## src/hdl/ugfe_pkg.sv

```systemverilog
// Shared types, constants and byte functions of the gateway frame encoder.
package ugfe_pkg;

	localparam int unsigned DATA_W = 32;
	localparam int unsigned PADDR_W = 3;
	localparam int unsigned STEP_W = 4;
	localparam int unsigned DEF_QUEUE_DEPTH = 4;

	localparam logic [PADDR_W-1:0] ADDR_EXT_HDR = PADDR_W'(0);

	localparam logic [7:0] LFSR_SEED = 8'h42;
	localparam logic [7:0] LFSR_TAPS = 8'hB8;
	localparam logic [15:0] CRC_INIT = 16'hFFFF;
	localparam logic [15:0] CRC_POLY = 16'h1021;
	localparam logic [7:0] ESC_BYTE = 8'h7D;
	localparam logic [7:0] ESC_XOR = 8'h20;
	localparam logic [7:0] FLAG_BYTE = 8'h7E;
	localparam logic [7:0] ACK_BASE = 8'h80;
	localparam logic [7:0] RST_B0 = 8'h1A;
	localparam logic [7:0] RST_B1 = 8'hC0;
	localparam logic [7:0] RST_B2 = 8'h38;
	localparam logic [7:0] RST_B3 = 8'hBC;
	localparam logic [7:0] HDR_ONES = 8'hFF;
	localparam logic [7:0] HDR_ZERO = 8'h00;

	typedef enum logic [1:0] {
		CMD_DATA = 2'd0,
		CMD_ACK  = 2'd1,
		CMD_RST  = 2'd2,
		CMD_NONE = 2'd3
	} cmd_t;

	// what the back end does with one queued byte
	typedef enum logic [2:0] {
		OP_RAW,     // send as is
		OP_STUFF,   // send escaped
		OP_HDR,     // restart crc/lfsr, crc over raw byte, send escaped
		OP_WHT,     // whiten, crc, send escaped
		OP_CRC_HI,  // send escaped crc high byte
		OP_CRC_LO   // send escaped crc low byte
	} op_kind_t;

	typedef struct packed {
		op_kind_t   kind;
		logic [7:0] value;
		logic       last;
	} op_t;

	function automatic logic [15:0] crc_update(input logic [15:0] crc, input logic [7:0] b);
		logic [15:0] x;
		x = crc ^ {b, 8'h00};
		for (int i = 0; i < 8; i++) begin
			x = x[15] ? ({x[14:0], 1'b0} ^ CRC_POLY) : {x[14:0], 1'b0};
		end
		return x;
	endfunction

	function automatic logic [7:0] lfsr_next(input logic [7:0] r);
		return {1'b0, r[7:1]} ^ (r[0] ? LFSR_TAPS : 8'h00);
	endfunction

	function automatic logic needs_escape(input logic [7:0] b);
		return b inside {8'h11, 8'h13, 8'h18, 8'h1A, 8'h7D, 8'h7E};
	endfunction

endpackage

```

## src/hdl/ugfe_in_if.sv

```systemverilog
// Command channel: command, payload byte and frame-close mark.
interface ugfe_in_if;
	logic       valid;
	logic       ready;
	logic [1:0] cmd;
	logic [7:0] data_byte;
	logic       last_byte;

	modport source (output valid, cmd, data_byte, last_byte, input ready);
	modport sink (input valid, cmd, data_byte, last_byte, output ready);
endinterface

```

## src/hdl/ugfe_out_if.sv

```systemverilog
// Line channel: one serial line byte per word.
interface ugfe_out_if;
	logic       valid;
	logic       ready;
	logic [7:0] out_byte;
	logic       run_end;

	modport source (output valid, out_byte, run_end, input ready);
	modport sink (input valid, out_byte, run_end, output ready);
endinterface

```

## src/hdl/ugfe_front.sv

```systemverilog
// Front end: takes command words, tracks frame state, lists the byte ops.
module ugfe_front (
	input  logic            clk,
	input  logic            arst_n,
	input  logic            ext_hdr,
	ugfe_in_if.sink         req,
	output ugfe_pkg::op_t   push_op,
	output logic            push,
	input  logic            full
);

	logic                           busy_q;
	logic [ugfe_pkg::STEP_W-1:0]    step_q;
	ugfe_pkg::cmd_t                 cmd_q;
	logic [7:0]                     data_q;
	logic                           last_q;
	logic                           hdr_q;
	logic                           ext_q;
	logic [7:0]                     seq_q;
	logic [2:0]                     ack_snap_q;

	logic [7:0]                     frame_seq_q;
	logic [2:0]                     ack_num_q;
	logic                           in_frame_q;

	ugfe_pkg::cmd_t                 cmd_in;
	logic                           accept;
	logic                           op_final;
	logic [ugfe_pkg::STEP_W-1:0]    hlen;
	logic [ugfe_pkg::STEP_W-1:0]    t;
	logic [7:0]                     data_ctrl;
	logic [7:0]                     ack_ctrl;
	logic [15:0]                    ack_crc;

	assign cmd_in = ugfe_pkg::cmd_t'(req.cmd);
	assign push = busy_q && !full;
	assign req.ready = !busy_q || (push && op_final);
	assign accept = req.valid && req.ready;

	assign data_ctrl = {1'b0, seq_q[2:0], 1'b0, ack_snap_q};
	assign ack_ctrl = ugfe_pkg::ACK_BASE | {5'd0, ack_snap_q};
	assign ack_crc = ugfe_pkg::crc_update(ugfe_pkg::CRC_INIT, ack_ctrl);

	always_comb begin
		hlen = hdr_q ? (ext_q ? ugfe_pkg::STEP_W'(5) : ugfe_pkg::STEP_W'(3)) : '0;
		t = step_q - hlen;
		push_op = '{kind: ugfe_pkg::OP_RAW, value: ugfe_pkg::FLAG_BYTE, last: 1'b1};
		op_final = 1'b0;
		case (cmd_q)
			ugfe_pkg::CMD_DATA: begin
				if (step_q < hlen) begin
					push_op.last = 1'b0;
					case (step_q)
						ugfe_pkg::STEP_W'(0): begin
							push_op.kind = ugfe_pkg::OP_HDR;
							push_op.value = data_ctrl;
						end
						ugfe_pkg::STEP_W'(1): begin
							push_op.kind = ugfe_pkg::OP_WHT;
							push_op.value = seq_q;
						end
						ugfe_pkg::STEP_W'(3): begin
							push_op.kind = ugfe_pkg::OP_WHT;
							push_op.value = ugfe_pkg::HDR_ONES;
						end
						default: begin
							push_op.kind = ugfe_pkg::OP_WHT;
							push_op.value = ugfe_pkg::HDR_ZERO;
						end
					endcase
				end else begin
					case (t)
						ugfe_pkg::STEP_W'(0): begin
							push_op.kind = ugfe_pkg::OP_WHT;
							push_op.value = data_q;
							push_op.last = !last_q;
							op_final = !last_q;
						end
						ugfe_pkg::STEP_W'(1): begin
							push_op.kind = ugfe_pkg::OP_CRC_HI;
							push_op.last = 1'b0;
						end
						ugfe_pkg::STEP_W'(2): begin
							push_op.kind = ugfe_pkg::OP_CRC_LO;
							push_op.last = 1'b0;
						end
						default: op_final = 1'b1;
					endcase
				end
			end
			ugfe_pkg::CMD_ACK: begin
				push_op.last = 1'b0;
				case (step_q)
					ugfe_pkg::STEP_W'(0): push_op.value = ack_ctrl;
					ugfe_pkg::STEP_W'(1): begin
						push_op.kind = ugfe_pkg::OP_STUFF;
						push_op.value = ack_crc[15:8];
					end
					ugfe_pkg::STEP_W'(2): begin
						push_op.kind = ugfe_pkg::OP_STUFF;
						push_op.value = ack_crc[7:0];
					end
					default: begin
						push_op.last = 1'b1;
						op_final = 1'b1;
					end
				endcase
			end
			ugfe_pkg::CMD_RST: begin
				push_op.last = 1'b0;
				case (step_q)
					ugfe_pkg::STEP_W'(0): push_op.value = ugfe_pkg::RST_B0;
					ugfe_pkg::STEP_W'(1): push_op.value = ugfe_pkg::RST_B1;
					ugfe_pkg::STEP_W'(2): push_op.value = ugfe_pkg::RST_B2;
					ugfe_pkg::STEP_W'(3): push_op.value = ugfe_pkg::RST_B3;
					default: begin
						push_op.last = 1'b1;
						op_final = 1'b1;
					end
				endcase
			end
			default: op_final = 1'b1;
		endcase
	end

	always_ff @(posedge clk or negedge arst_n) begin
		if (!arst_n) begin
			busy_q <= 1'b0;
			step_q <= '0;
			cmd_q <= ugfe_pkg::CMD_NONE;
			frame_seq_q <= '0;
			ack_num_q <= '0;
			in_frame_q <= 1'b0;
		end else if (accept) begin
			busy_q <= (cmd_in != ugfe_pkg::CMD_NONE);
			step_q <= '0;
			cmd_q <= cmd_in;
			case (cmd_in)
				ugfe_pkg::CMD_DATA: begin
					in_frame_q <= !req.last_byte;
					if (req.last_byte) begin
						frame_seq_q <= frame_seq_q + 8'd1;
					end
				end
				ugfe_pkg::CMD_ACK: ack_num_q <= ack_num_q + 3'd1;
				ugfe_pkg::CMD_RST: begin
					frame_seq_q <= '0;
					ack_num_q <= '0;
					in_frame_q <= 1'b0;
				end
				default: ;
			endcase
		end else if (push) begin
			step_q <= step_q + ugfe_pkg::STEP_W'(1);
			if (op_final) begin
				busy_q <= 1'b0;
			end
		end
	end

	// item payload, held for the op listing
	always_ff @(posedge clk) begin
		if (accept) begin
			data_q <= req.data_byte;
			last_q <= req.last_byte;
			hdr_q <= !in_frame_q;
			ext_q <= ext_hdr;
			seq_q <= frame_seq_q;
			ack_snap_q <= (cmd_in == ugfe_pkg::CMD_ACK) ? ack_num_q + 3'd1 : ack_num_q;
		end
	end

	a_rst_clears: assert property (@(posedge clk) disable iff (!arst_n)
		(accept && cmd_in == ugfe_pkg::CMD_RST)
		|=> (!in_frame_q && frame_seq_q == '0 && ack_num_q == '0))
		else $error("reset frame did not clear sequence state");

endmodule

```

## src/hdl/ugfe_fifo.sv

```systemverilog
// Op queue between front and back end.
module ugfe_fifo #(
	parameter int unsigned DEPTH = ugfe_pkg::DEF_QUEUE_DEPTH
) (
	input  logic          clk,
	input  logic          arst_n,
	input  logic          push,
	input  ugfe_pkg::op_t push_op,
	output logic          full,
	input  logic          pop,
	output ugfe_pkg::op_t head_op,
	output logic          head_valid
);

	localparam int unsigned PtrW = $clog2(DEPTH);
	localparam int unsigned CntW = $clog2(DEPTH + 1);

	ugfe_pkg::op_t   mem_q [DEPTH];
	logic [PtrW-1:0] wr_ptr_q;
	logic [PtrW-1:0] rd_ptr_q;
	logic [CntW-1:0] count_q;

	assign full = (count_q == CntW'(DEPTH));
	assign head_valid = (count_q != '0);
	assign head_op = mem_q[rd_ptr_q];

	always_ff @(posedge clk or negedge arst_n) begin
		if (!arst_n) begin
			wr_ptr_q <= '0;
			rd_ptr_q <= '0;
			count_q <= '0;
		end else begin
			if (push) begin
				wr_ptr_q <= (wr_ptr_q == PtrW'(DEPTH - 1)) ? '0 : wr_ptr_q + PtrW'(1);
			end
			if (pop) begin
				rd_ptr_q <= (rd_ptr_q == PtrW'(DEPTH - 1)) ? '0 : rd_ptr_q + PtrW'(1);
			end
			if (push && !pop) begin
				count_q <= count_q + CntW'(1);
			end else if (pop && !push) begin
				count_q <= count_q - CntW'(1);
			end
		end
	end

	always_ff @(posedge clk) begin
		if (push) begin
			mem_q[wr_ptr_q] <= push_op;
		end
	end

	a_no_overrun: assert property (@(posedge clk) disable iff (!arst_n)
		(push && !pop) |=> (count_q == $past(count_q) + CntW'(1)) && count_q <= CntW'(DEPTH))
		else $error("op queue overrun");

	a_no_underrun: assert property (@(posedge clk) disable iff (!arst_n)
		pop |-> head_valid)
		else $error("op queue popped while empty");

endmodule

```

## src/hdl/ugfe_back.sv

```systemverilog
// Back end: whitening, CRC and escaping of queued ops onto the line.
module ugfe_back (
	input  logic           clk,
	input  logic           arst_n,
	input  ugfe_pkg::op_t  head_op,
	input  logic           head_valid,
	output logic           pop,
	ugfe_out_if.source     tx
);

	logic        out_valid_q;
	logic [7:0]  out_byte_q;
	logic        out_end_q;
	logic        esc_pending_q;
	logic [7:0]  esc_byte_q;
	logic        esc_end_q;
	logic [15:0] crc_q;
	logic [7:0]  wht_q;

	logic        can_load;
	logic [7:0]  line_b;
	logic        stuff;
	logic        esc;
	logic [7:0]  whitened;
	logic [15:0] crc_n;
	logic [7:0]  wht_n;

	assign can_load = !out_valid_q || tx.ready;
	assign pop = can_load && !esc_pending_q && head_valid;

	assign tx.valid = out_valid_q;
	assign tx.out_byte = out_byte_q;
	assign tx.run_end = out_end_q;

	always_comb begin
		whitened = head_op.value ^ wht_q;
		line_b = head_op.value;
		stuff = 1'b1;
		crc_n = crc_q;
		wht_n = wht_q;
		case (head_op.kind)
			ugfe_pkg::OP_RAW: stuff = 1'b0;
			ugfe_pkg::OP_STUFF: ;
			ugfe_pkg::OP_HDR: begin
				crc_n = ugfe_pkg::crc_update(ugfe_pkg::CRC_INIT, head_op.value);
				wht_n = ugfe_pkg::LFSR_SEED;
			end
			ugfe_pkg::OP_WHT: begin
				line_b = whitened;
				crc_n = ugfe_pkg::crc_update(crc_q, whitened);
				wht_n = ugfe_pkg::lfsr_next(wht_q);
			end
			ugfe_pkg::OP_CRC_HI: line_b = crc_q[15:8];
			ugfe_pkg::OP_CRC_LO: line_b = crc_q[7:0];
			default: stuff = 1'b0;
		endcase
		esc = stuff && ugfe_pkg::needs_escape(line_b);
	end

	always_ff @(posedge clk or negedge arst_n) begin
		if (!arst_n) begin
			out_valid_q <= 1'b0;
			esc_pending_q <= 1'b0;
			crc_q <= ugfe_pkg::CRC_INIT;
			wht_q <= ugfe_pkg::LFSR_SEED;
		end else if (can_load) begin
			if (esc_pending_q) begin
				out_valid_q <= 1'b1;
				esc_pending_q <= 1'b0;
			end else if (head_valid) begin
				out_valid_q <= 1'b1;
				esc_pending_q <= esc;
				crc_q <= crc_n;
				wht_q <= wht_n;
			end else begin
				out_valid_q <= 1'b0;
			end
		end
	end

	always_ff @(posedge clk) begin
		if (can_load) begin
			if (esc_pending_q) begin
				out_byte_q <= esc_byte_q;
				out_end_q <= esc_end_q;
			end else if (head_valid) begin
				out_byte_q <= esc ? ugfe_pkg::ESC_BYTE : line_b;
				out_end_q <= head_op.last && !esc;
				esc_byte_q <= line_b ^ ugfe_pkg::ESC_XOR;
				esc_end_q <= head_op.last;
			end
		end
	end

	a_esc_follows: assert property (@(posedge clk) disable iff (!arst_n)
		esc_pending_q |-> (out_valid_q && out_byte_q == ugfe_pkg::ESC_BYTE && !out_end_q))
		else $error("escaped byte pending without escape mark on the line");

endmodule

```

## src/hdl/uart_gateway_frame_encoder_unit.sv

```systemverilog
// Top level of the gateway transmit framer: config register, front, op queue, back.
// Path of a command: front command registers, op queue, line output register.
// Throughput: one line word per cycle while tx.ready holds; a mid-frame payload byte is one op
//   and one or two line words (two when escaped).
// Opening a frame adds 3 or 5 header ops, closing adds 3 trailer ops; ACK 4 ops, RST 5.
// Reset (arst_n, async): frame state, CRC 0xFFFF, LFSR 0x42, queue empty, ext header off.
module uart_gateway_frame_encoder_unit #(
	parameter int unsigned QUEUE_DEPTH = ugfe_pkg::DEF_QUEUE_DEPTH
) (
	input  logic                          clk,
	input  logic                          arst_n,
	ugfe_in_if.sink                       req,
	ugfe_out_if.source                    tx,
	input  logic                          psel,
	input  logic                          penable,
	input  logic                          pwrite,
	input  logic [ugfe_pkg::PADDR_W-1:0]  paddr,
	input  logic [ugfe_pkg::DATA_W-1:0]   pwdata,
	output logic [ugfe_pkg::DATA_W-1:0]   prdata,
	output logic                          pready
);

	// extended header enable, the only register
	logic          ext_hdr_q;
	logic          cfg_wr;
	logic          ext_sel;

	// front to queue
	ugfe_pkg::op_t push_op;
	logic          push;
	logic          full;

	// queue to back
	ugfe_pkg::op_t head_op;
	logic          head_valid;
	logic          pop;

	assign pready = 1'b1;
	assign ext_sel = ({paddr[ugfe_pkg::PADDR_W-1:2], 2'b00} == ugfe_pkg::ADDR_EXT_HDR);
	assign cfg_wr = psel && penable && pwrite && pready;
	assign prdata = ext_sel ? {{(ugfe_pkg::DATA_W-1){1'b0}}, ext_hdr_q} : '0;

	always_ff @(posedge clk or negedge arst_n) begin
		if (!arst_n) begin
			ext_hdr_q <= 1'b0;
		end else if (cfg_wr && ext_sel) begin
			ext_hdr_q <= pwdata[0];
		end
	end

	// front: classify commands, expand each into byte ops
	ugfe_front u_front (
		.clk     (clk),
		.arst_n  (arst_n),
		.ext_hdr (ext_hdr_q),
		.req     (req),
		.push_op (push_op),
		.push    (push),
		.full    (full)
	);

	// short queue absorbs line-side stalls until it fills, then holds up command intake
	ugfe_fifo #(
		.DEPTH (QUEUE_DEPTH)
	) u_fifo (
		.clk        (clk),
		.arst_n     (arst_n),
		.push       (push),
		.push_op    (push_op),
		.full       (full),
		.pop        (pop),
		.head_op    (head_op),
		.head_valid (head_valid)
	);

	// back: whiten, CRC, escape, drive the line register
	ugfe_back u_back (
		.clk        (clk),
		.arst_n     (arst_n),
		.head_op    (head_op),
		.head_valid (head_valid),
		.pop        (pop),
		.tx         (tx)
	);

endmodule

```

## src/flat_wrapper.sv

```systemverilog
// flat-port wrapper written by rule: the top's interface ports become plain ports
module uart_gateway_frame_encoder_unit_flat 
#(
	parameter int unsigned QUEUE_DEPTH = ugfe_pkg::DEF_QUEUE_DEPTH
)
  (clk, arst_n, psel, penable, pwrite, paddr, pwdata, prdata, pready, req_valid, req_cmd, req_data_byte, req_last_byte, req_ready, tx_valid, tx_out_byte, tx_run_end, tx_ready);
  ugfe_in_if req_i ();
  ugfe_out_if tx_i ();
  input  logic clk;
  input  logic arst_n;
  input  logic psel;
  input  logic penable;
  input  logic pwrite;
  input  logic [ugfe_pkg::PADDR_W-1:0] paddr;
  input  logic [ugfe_pkg::DATA_W-1:0] pwdata;
  output logic [ugfe_pkg::DATA_W-1:0] prdata;
  output logic pready;
  input wire logic [$bits(req_i.valid)-1:0] req_valid;
  input wire logic [$bits(req_i.cmd)-1:0] req_cmd;
  input wire logic [$bits(req_i.data_byte)-1:0] req_data_byte;
  input wire logic [$bits(req_i.last_byte)-1:0] req_last_byte;
  output wire logic [$bits(req_i.ready)-1:0] req_ready;
  output wire logic [$bits(tx_i.valid)-1:0] tx_valid;
  output wire logic [$bits(tx_i.out_byte)-1:0] tx_out_byte;
  output wire logic [$bits(tx_i.run_end)-1:0] tx_run_end;
  input wire logic [$bits(tx_i.ready)-1:0] tx_ready;
  assign req_i.valid = req_valid;
  assign req_i.cmd = req_cmd;
  assign req_i.data_byte = req_data_byte;
  assign req_i.last_byte = req_last_byte;
  assign req_ready = req_i.ready;
  assign tx_valid = tx_i.valid;
  assign tx_out_byte = tx_i.out_byte;
  assign tx_run_end = tx_i.run_end;
  assign tx_i.ready = tx_ready;
  uart_gateway_frame_encoder_unit #(.QUEUE_DEPTH(QUEUE_DEPTH)) u_core (.clk(clk), .arst_n(arst_n), .req(req_i), .tx(tx_i), .psel(psel), .penable(penable), .pwrite(pwrite), .paddr(paddr), .pwdata(pwdata), .prdata(prdata), .pready(pready));
endmodule
```

## config.mk

```make
export PLATFORM = sky130hd
export DESIGN_NAME = uart_gateway_frame_encoder_unit_flat
export DESIGN_NICKNAME = d
export VERILOG_FILES = /design/src/hdl/ugfe_pkg.sv /design/src/hdl/ugfe_in_if.sv /design/src/hdl/ugfe_out_if.sv /design/src/hdl/ugfe_front.sv /design/src/hdl/ugfe_fifo.sv /design/src/hdl/ugfe_back.sv /design/src/hdl/uart_gateway_frame_encoder_unit.sv /design/src/flat_wrapper.sv
export SDC_FILE = /design/constraint.sdc
export NUM_CORES = 1
export LEC_CHECK = 0
export ABC_CLOCK_PERIOD_IN_PS = 4100
export BUFFER_PORTS_ARGS = -buffer_cell sky130_fd_sc_hd__buf_2
export CAP_MARGIN = 20
export CORE_MARGIN = 10
export CORE_UTILIZATION = 45
export DETAILED_ROUTE_END_ITERATION = 8
export PLACE_DENSITY_LB_ADDON = 0.05
export SYNTH_ARGS = -nofsm -noshare
export SYNTH_HDL_FRONTEND = slang
export SYNTH_SLANG_ARGS = --single-unit
```

## constraint.sdc

```tcl
create_clock -name clk -period 4.1 [get_ports clk]
set_input_delay 0.615 -clock clk [delete_from_list [all_inputs] [get_ports clk]]
set_output_delay 0.615 -clock clk [all_outputs]
set_load 0.01 [all_outputs]
```

==> impl_metrics.json, run 1 <==
{
  "final-setup-viol-count": 0,
  "via_per_inst": 5.41,
  "finalMaxSlewViolations": 0,
  "die-area_mm2": 0.0225,
  "synth_top_area_cell": "edfxtp_1",
  "drt-initial-drc-count": 334,
  "cap_violations": 0,
  "worstPathRequired_ns": 3.48,
  "regArea_mm2": 0.00399,
  "hp-class": "input port to asynchronous set/reset pin",
  "synth-seq-area-share_pct": 52.4,
  "ys_warn_count": 0,
  "drive_above_1_share_pct": 18.2,
  "syn_area_per_cell_um2": 11.5,
  "worstMarginPinSlew_ns": 0.974,
  "syn_area_mm2": 0.00762,
  "syn_to_final_growth_pct": 11.0,
  "initial_utilization_pct": 46.0,
  "cts_max_level": 4,
  "die_y_um": 150,
  "crit_path_max_fanout": 13,
  "clkSinkCount": 141,
  "tns_ns": 0,
  "cp_slowest_cell": "or3_1",
  "period_share_pct": 92.5,
  "nets": 766,
  "critPathLaunchType": "flop",
  "syn_inst": 664,
  "cts.clk_slew.worst_paths_ns": 0.06,
  "synth_cell_types": 70,
  "grt_pass1_vias": 5100,
  "grt_usage_pct": 15.2,
  "placed_area_mm2": 0.00787,
  "antenna_found_initial": 0,
  "synthArstFlopShare_pct": 37.6,
  "grt_pass1_wl_mm": 27.0,
  "wl_per_cell_um": 17.8,
  "rsz0062_at_grt": "no",
  "hpwl_mm": 12.0,
  "vias": 5000,
  "crit_type": "flop to output port",
  "wl_mm": 16.5,
  "numCtsBuffers": 17,
  "clk_latency_ns": 0.42,
  "core-area_mm2": 0.0166,
  "cts_tree": "built",
  "fmax_mhz": 264,
  "ys_top_cells_by_area": "edfxtp_1 (35%), dfrtp_1 (11%), dfstp_2 (6.9%)",
  "critPathMaxStageDelay_ns": 0.53,
  "fin_skew_ns": 0.0110,
  "finalHoldViolations": 0,
  "place_ws_ns": 0.606,
  "multi_input_area_mm2": 0.00322,
  "cts_resized": 0,
  "end_kind": "output port",
  "fin_crit_ns": 3.79,
  "crit_path_cell_trace": "inv_1, ha_1, inv_1, fa_1, and2_1, or3_1, nand2_1, a41oi_1, o21ai_1, buf_4, nand2_1, buf_2",
  "synth_top_area_share_pct": 34.7,
  "fp-row-count": 47,
  "drc_errors": 0,
  "port_buffers": 31,
  "relSlewSlack_pct": 35.1,
  "grt_max_degree": 41,
  "synth-main-ff-cell": "edfxtp_1",
  "ctsHoldBuffers": 0,
  "grt_overflow": 0,
  "nFillCells": 1517,
  "cts_buffer_depth": 2,
  "ios": 97,
  "post_cts_buffers": 0,
  "stdcell_area_mm2": 0.00846,
  "gp_congestion": 0.852,
  "first_pass_iters": 5,
  "critPathArrivalTime_ns": 3.18,
  "n_antenna_cell": 0,
  "cts-root-buf": "clkbuf_16",
  "ys_ff_latch": 141,
  "ant_nets": 0,
  "setup_ws_ns": 0.310,
  "status": "finished, final reports clean",
  "die_x_um": 150,
  "synth_edf_count": 88
}
## registers in the layout (all words and copies together) (netlist names), 3 cells and up
name	flops
u_core.u_front.ack_snap_q	3
u_core.u_front.seq_q	8
u_core.u_back.esc_byte_q	8
u_core.u_back.crc_q	16
u_core.u_fifo.mem_q	48
u_core.u_front.ack_num_q	3
u_core.u_fifo.count_q	3
u_core.u_front.data_q	8
u_core.u_back.tx.out_byte	8
u_core.u_front.step_q	4
u_core.u_front.frame_seq_q	8
u_core.u_back.wht_q	8
## synthesized netlist by cell type, drive strengths merged, types with 7 or more instances
library cell  instances
xor2                 18
o21ai                31
nor2                 51
buf                  39
nand2                47
ha                   19
nor2b                10
nor3                 12
o211ai                7
nand2b                9
a211oi                9
and2                  7
edfxtp               88
mux2                 16
clkbuf               24
dfrtp                33
o221ai               10
dfstp                20
inv                  36
mux4                 12
a21oi                16
xnor2                43
## worst paths after layout
kind                                                start                           end  slack (ns)  cells after the start
worst min-delay path                               arst_n        u_core.u_back.wht_q[2]        0.36                      1
min in group clk                         req_data_byte[1]      u_core.u_front.data_q[1]        0.37                      1
worst max register to register  u_core.u_fifo.rd_ptr_q[0]  u_core.u_back.tx.out_byte[0]        0.61                      8
worst min register to register           u_core.ext_hdr_q          u_core.u_front.ext_q        0.49                      0
max in group asynchronous                          arst_n     u_core.u_fifo.wr_ptr_q[1]        2.95                      2
worst max-delay path             u_core.u_front.step_q[0]                     req_ready        0.31                     12
## logic make-up (layout without fill, tap and decap cells)
family	count (synthesis)	count (layout)	share of synthesized area, %
AO/OA/AOI/OAI	135	135	12.5
XOR/XNOR	61	61	7.01
adder cells (fa/ha/maj)	21	21	3.64
buffers and inverters	101	112	6.83
flip-flops	141	141	52.4
multiplexers	34	34	6.70
other	2	32	0.0985
AND/OR/NAND/NOR	169	169	10.8
## worst max-delay path, delay by kind of cell, from the launching register on
kind            cells  cell delay, ns
compound gates      2            0.26
fa+ha+maj           2            0.55
flops               1            0.43
buf+inv             4            0.54
simple gates        4            0.99
## area by class of cell
cell class                      count  share of cell area [%]
Sequential cell                   141                    47.2
Multi-Input combinational cell    452                    38.1
Clock buffer                       22                    5.60
Tap cell                          220                    3.25
Timing Repair Buffer               42                    2.81
Inverter                           38                    1.69
Clock inverter                     10                    1.36
## layer usage
layer | track usage (%) | wire [µm] | vias up
met3 | 4.20 | 772 | 20
met1 | 17.7 | 6900 | 2454
met5 | 0 | 0 | -
met4 | 5.49 | 276 | 0
li1 | - | - | 2400
met2 | 26.3 | 8530 | 126
## cells in the final DEF (no fill, tap or decap), types with 9 or more instances in the layout
master / Yosys / final
conb_1: 2 / 32
nor2_1: 51 / 51
nand2_1: 47 / 47
edfxtp_1: 88 / 88
buf_2: 4 / 31
o21ai_0: 30 / 30
ha_1: 19 / 19
dfstp_2: 20 / 20
dfrtp_1: 33 / 33
mux4_2: 12 / 12
mux2_2: 15 / 15
nor3_1: 12 / 11
inv_1: 36 / 36
a21oi_1: 16 / 16
xor2_1: 18 / 18
clkbuf_16: 0 / 17
o221ai_1: 10 / 10
nand2b_1: 9 / 9
nor2b_1: 10 / 10
xnor2_1: 43 / 43
buf_4: 32 / 11
a211oi_1: 9 / 9
## metrics by stage
step | util (%) | instances | hold slack (ns)
after global routing | 51.0 | 925 | 0.347
after floorplan | - | 694 | 0.319
final | 51.0 | 925 | 0.358
after detailed placement | 47.5 | 893 | 0.482
after CTS | 51.0 | 925 | 0.349
after global placement | 47.5 | 893 | 0.476
Power of run 1 is not shown: default switching activity piles up to over one toggle a cycle in this logic, so the estimate is an artifact.
==> inputs of run 2 (changes only) <==
- ABC_AREA: default -> 1
==> run 2 against run 1 <==
  * Register-to-register slack improved by 0.32 ns
  * Die area increased by 3.5%
  * Synthesized cell count grew 29%
  * First-iteration DRC count increased by 9.9%
  * Cell count grew 23%
  * Maximum frequency is 6.7% higher
  * Clock skew decreased by 0.0016 ns
  * Design area is 3.5% higher
  * Via count rose by 14%
==> impl_metrics.json, run 2 <==
{
  "status": "finished, final reports clean",
  "numCtsBuffers": 17,
  "largest_reg_flops": 48,
  "cts-root-buf": "clkbuf_16",
  "clk_latency_ns": 0.42,
  "core-area_mm2": 0.0173,
  "fin_crit_ns": 3.55,
  "antenna_found_initial": 0,
  "grt_usage_pct": 15.7,
  "critPathMaxStageDelay_ns": 0.41,
  "vias": 5709,
  "cts_tree": "built",
  "ys_warn_count": 0,
  "final_core_util_pct": 50.6,
  "reg2reg_to": "u_core.u_front.data_q[3]",
  "syn_to_final_growth_pct": 10.4,
  "die_y_um": 153,
  "ant_nets": 0,
  "post_cts_buffers": 0,
  "die-area_mm2": 0.0233,
  "final-setup-viol-count": 0,
  "end_kind": "output port",
  "gp_congestion": 0.882,
  "cts_max_level": 4,
  "setup.worst_path.start": "u_core.u_front.step_q[0]",
  "drc_errors": 0,
  "relSlewSlack_pct": 36.8,
  "largest_register": "u_core.u_fifo.mem_q",
  "grt_max_degree": 37,
  "ys_top_cells_by_area": "edfxtp_1 (33%), dfrtp_1 (10%), nand2_1 (10%)",
  "wl_per_cell_um": 16.0,
  "cts.clk_slew.worst_paths_ns": 0.06,
  "crit_path_cell_trace": "inv_1, ha_1, inv_1, fa_1, nand2_1, nand3_1, inv_1, nor2_1, nand3_1, nand2_1, nand2_1, nand2_2, buf_2",
  "cp_slowest_cell": "dfrtp_1",
  "synth_top_area_cell": "edfxtp_1",
  "hpwl_mm": 13.5,
  "first_pass_iters": 5,
  "yosysMostFrequentCell": "nand2_1",
  "n_antenna_cell": 0,
  "reg2reg_from": "u_core.u_front.step_q[0]",
  "nets": 971,
  "synth-main-ff-cell": "edfxtp_1",
  "ys_ff_latch": 141,
  "regToRegSetupSlack_ns": 0.93,
  "layout_commonest_cell": "nand2_1",
  "tns_ns": 0,
  "ios": 97,
  "synth_edf_count": 88,
  "synthTopCellsByCount": "nand2_1 (220), edfxtp_1 (88), inv_1 (88)",
  "rr_worst_depth": 16,
  "grt_pass1_wl_mm": 29.7,
  "synth-seq-area-share_pct": 50.4,
  "syn_inst": 855,
  "cts_resized": 0,
  "finalHoldViolations": 0,
  "finalMaxSlewViolations": 0,
  "worstPathRequired_ns": 3.48,
  "nFillCells": 1630,
  "syn_area_mm2": 0.00793,
  "hp-class": "input port to asynchronous set/reset pin",
  "critPathArrivalTime_ns": 2.94,
  "synth_top_area_share_pct": 33.3,
  "final_cell_mix": "nand2_1 (220), inv_1 (88), edfxtp_1 (88)",
  "wl_mm": 18.2,
  "reg.largest.list": "u_core.u_fifo.mem_q (48), u_core.u_back.crc_q (16)",
  "syn_area_per_cell_um2": 9.28,
  "crit_path_max_fanout": 8,
  "fin_skew_ns": 0.00937,
  "cap_violations": 0,
  "synthArstFlopShare_pct": 37.6,
  "die_x_um": 153,
  "cts_buffer_depth": 2,
  "fp-row-count": 48,
  "grt_pass1_vias": 5746,
  "fmax_mhz": 281,
  "drive_above_1_share_pct": 17.9,
  "worstMarginPinSlew_ns": 0.941,
  "grt_overflow": 0,
  "via_per_inst": 5.03,
  "ctsHoldBuffers": 0,
  "drt-initial-drc-count": 367,
  "period_share_pct": 86.7,
  "rsz0062_at_grt": "no",
  "clkSinkCount": 141,
  "critPathLaunchType": "flop",
  "port_buffers": 31,
  "synth_cell_types": 54,
  "crit_type": "flop to output port",
  "initial_utilization_pct": 45.9
}
run 2: cell types whose count changed after synthesis, moves of 11 or more:
cell / delta
nand3_1: +56
o21ai_2: +11
mux2_2: -14
xnor2_1: -35
o21ai_0: +13
clkbuf_1: -19
nand2_1: +173
mux4_2: -12
inv_1: +52
nor2_1: +14
run 2: worst max-delay path, delay by kind of cell (launching register included):
kind | cells | cell delay, ns
fa+ha+maj | 2 | 0.55
buf+inv | 4 | 0.65
flops | 1 | 0.41
simple gates | 7 | 0.91
run 2: how the worst max path moves through the flow:
stage / endpoint / slack [ns] / cells past startpoint
after floorplan: u_core.u_front.ack_snap_q[0] / 1.23 / 15
after global placement: u_core.u_front.data_q[3] / 1.0 / 16
after detailed placement: u_core.u_front.data_q[3] / 0.94 / 16
after CTS: req_ready / 0.52 / 13
after global routing: req_ready / 0.30 / 13
final: req_ready / 0.55 / 13
run 2: metal layers:
metal  vias up  global-route usage (%)  part of all wire [%]
li1       2845                       -                     -
met5         -                       0                     0
met2       143                    24.2                    46
met1      2697                    20.9                    48
met4         0                    6.27                   2.2
met3        24                    3.47                   4.4
run 2: area by class of cell:
type / count / area, µm² / share of cell area (%)
sequential: 141 / 3990 / 45.6
timing repair buffer: 42 / 238 / 2.71
clock inverter: 12 / 113 / 1.29
inverter: 96 / 360 / 4.11
tap: 225 / 282 / 3.21
clock buffer: 20 / 457 / 5.22
multi-input combinational: 599 / 3310 / 37.8
run 2: cells by family (layout without fill, tap and decap cells):
| family | count (synthesis) | after routing | share of synthesized area [%] |
|---|---|---|---|
| adder cells (fa/ha/maj) | 21 | 21 | 3.50 |
| flip-flops | 141 | 141 | 50.4 |
| multiplexers | 1 | 1 | 0.142 |
| buffers and inverters | 145 | 170 | 9.28 |
| XOR/XNOR | 39 | 39 | 5.49 |
| AND/OR/NAND/NOR | 400 | 400 | 22.5 |
| AO/OA/AOI/OAI | 106 | 106 | 8.68 |
| other | 2 | 32 | 0.0947 |
run 2: per-stage QoR:
stage          hold slack (ns)  cell area (µm²)  worst slack (ns)  cells
2_1_floorplan            0.319             8040              1.23    885
3_3_place_gp             0.442             8190              1.00   1103
3_5_place_dp             0.444             8190             0.941   1103
4_1_cts                  0.298             8760             0.522   1135
5_1_grt                  0.338             8760             0.302   1135
6_report                 0.279             8760             0.546   1135
Power of run 2 is left out for the same reason.
==> inputs of run 3 (changes only) <==
==> constraint.sdc (replaced) <==
create_clock -name clk -period 4.1 [get_ports clk]
set_input_delay 0.615 -clock clk [delete_from_list [all_inputs] [get_ports clk]]
set_output_delay 0.615 -clock clk [all_outputs]
set_load 0.1 [all_outputs]
==> run 3 against run 2 <==
  * First-iteration DRC count up 2.5%
  * Core utilization up 0.20 points
  * Non-clock buffer count up 1
  * Hold slack better by 0.019 ns
  * Via count down 0.54%
  * Maximum frequency down 3.9%
  * Cell count about the same
  * Global-route usage down 0.17 points
  * Setup slack worse by 0.14 ns
  * Flip-flop and latch count unchanged
  * Critical endpoint unchanged
==> impl_metrics.json, run 3 (synthesis gave the netlist of run 2 again) <==
{
  "status": "finished, final reports clean",
  "first_pass_iters": 5,
  "nFillCells": 1569,
  "drc_errors": 0,
  "critPathLaunchType": "flop",
  "crit_type": "flop to output port",
  "port_buffers": 31,
  "fp-row-count": 48,
  "clkSinkCount": 141,
  "ios": 97,
  "die-area_mm2": 0.0233,
  "final_cell_mix": "nand2_1 (220), inv_1 (88), edfxtp_1 (88)",
  "die_y_um": 153,
  "period_share_pct": 90.2,
  "largest_reg_flops": 48,
  "post_cts_buffers": 0,
  "syn_to_final_growth_pct": 10.9,
  "fmax_mhz": 270,
  "numCtsBuffers": 17,
  "hp-class": "input port to asynchronous set/reset pin",
  "finalHoldViolations": 0,
  "critPathArrivalTime_ns": 3.08,
  "largest_register": "u_core.u_fifo.mem_q",
  "ant_nets": 0,
  "grt_pass1_wl_mm": 29.3,
  "end_kind": "output port",
  "grt_overflow": 0,
  "fin_skew_ns": 0.00978,
  "reg2reg_from": "u_core.u_front.step_q[0]",
  "setup.worst_path.start": "u_core.u_front.step_q[0]",
  "hpwl_mm": 13.5,
  "cts-root-buf": "clkbuf_16",
  "finalMaxSlewViolations": 0,
  "initial_utilization_pct": 45.9,
  "worstPathRequired_ns": 3.48,
  "wl_mm": 18.2,
  "grt_usage_pct": 15.5,
  "relSlewSlack_pct": 31.8,
  "layout_commonest_cell": "nand2_1",
  "worstMarginPinSlew_ns": 1.01,
  "vias": 5678,
  "cap_violations": 0,
  "via_per_inst": 5.00,
  "cts_resized": 0,
  "gp_congestion": 0.918,
  "antenna_found_initial": 0,
  "nets": 972,
  "grt_pass1_vias": 5602,
  "fin_crit_ns": 3.70,
  "crit_path_max_fanout": 5,
  "cts.clk_slew.worst_paths_ns": 0.06,
  "cts_buffer_depth": 2,
  "ctsHoldBuffers": 0,
  "final-setup-viol-count": 0,
  "drt-initial-drc-count": 376,
  "n_antenna_cell": 0,
  "grt_max_degree": 35,
  "core-area_mm2": 0.0173,
  "cts_tree": "built",
  "tns_ns": 0,
  "reg.largest.list": "u_core.u_fifo.mem_q (48), u_core.u_back.crc_q (16)",
  "die_x_um": 153,
  "cts_max_level": 4,
  "clk_latency_ns": 0.42,
  "drive_above_1_share_pct": 17.8,
  "wl_per_cell_um": 16.0,
  "rsz0062_at_grt": "no"
}
[run 3: worst paths after layout]
check	to	depth (start not counted)	slack (ns)
min reg2reg	u_core.u_front.ext_q	0	0.46
max	req_ready	14	0.40
min	u_core.u_front.frame_seq_q[6]	1	0.30
min in group clk	u_core.u_front.data_q[3]	1	0.37
max in group asynchronous	u_core.u_back.crc_q[11]	2	2.93
max reg2reg	u_core.u_front.data_q[3]	16	0.95
[run 3: stage by stage]
stage          instance area (µm²)  instances  util (%)  worst slack, ns  hold WS, ns
6_report                      8790       1136      50.8            0.401        0.298
5_1_grt                       8790       1136      50.8            0.210        0.341
4_1_cts                       8790       1136      50.8            0.385        0.315
3_5_place_dp                  8200       1104      47.4            0.835        0.444
3_3_place_gp                  8200       1104      47.4            0.917        0.441
2_1_floorplan                 8040        885         -            0.843        0.319
[run 3: area by class of cell]
type / instances / area (µm²) / area share (%)
multi-input cells: 599 / 3310 / 37.7
well taps: 225 / 282 / 3.20
inverters: 96 / 360 / 4.10
clock buffers: 19 / 433 / 4.92
clock inverters: 13 / 164 / 1.86
repair buffers: 43 / 245 / 2.79
flip-flops and latches: 141 / 3990 / 45.4
[run 3: worst max-delay path, cell delays in order (launching register included)]
cell      delay (ns)
dfrtp_1         0.41
inv_1           0.17
ha_1            0.17
inv_1           0.06
fa_1            0.38
nand2_1         0.10
inv_1           0.04
o21ai_0         0.14
nor2_1          0.10
nand3b_1        0.11
nand3_1         0.08
nand2_1         0.16
nand2_1         0.13
nand2_2         0.17
buf_2           0.45
[run 3: layer usage]
layer	up-vias	track usage (%)	wire length, µm
li1	2840	-	-
met1	2688	20.2	8600
met2	134	24.8	8400
met3	16	3.95	952
met4	0	4.63	226
met5	-	0	0
Power of run 3 is left out for the same reason.
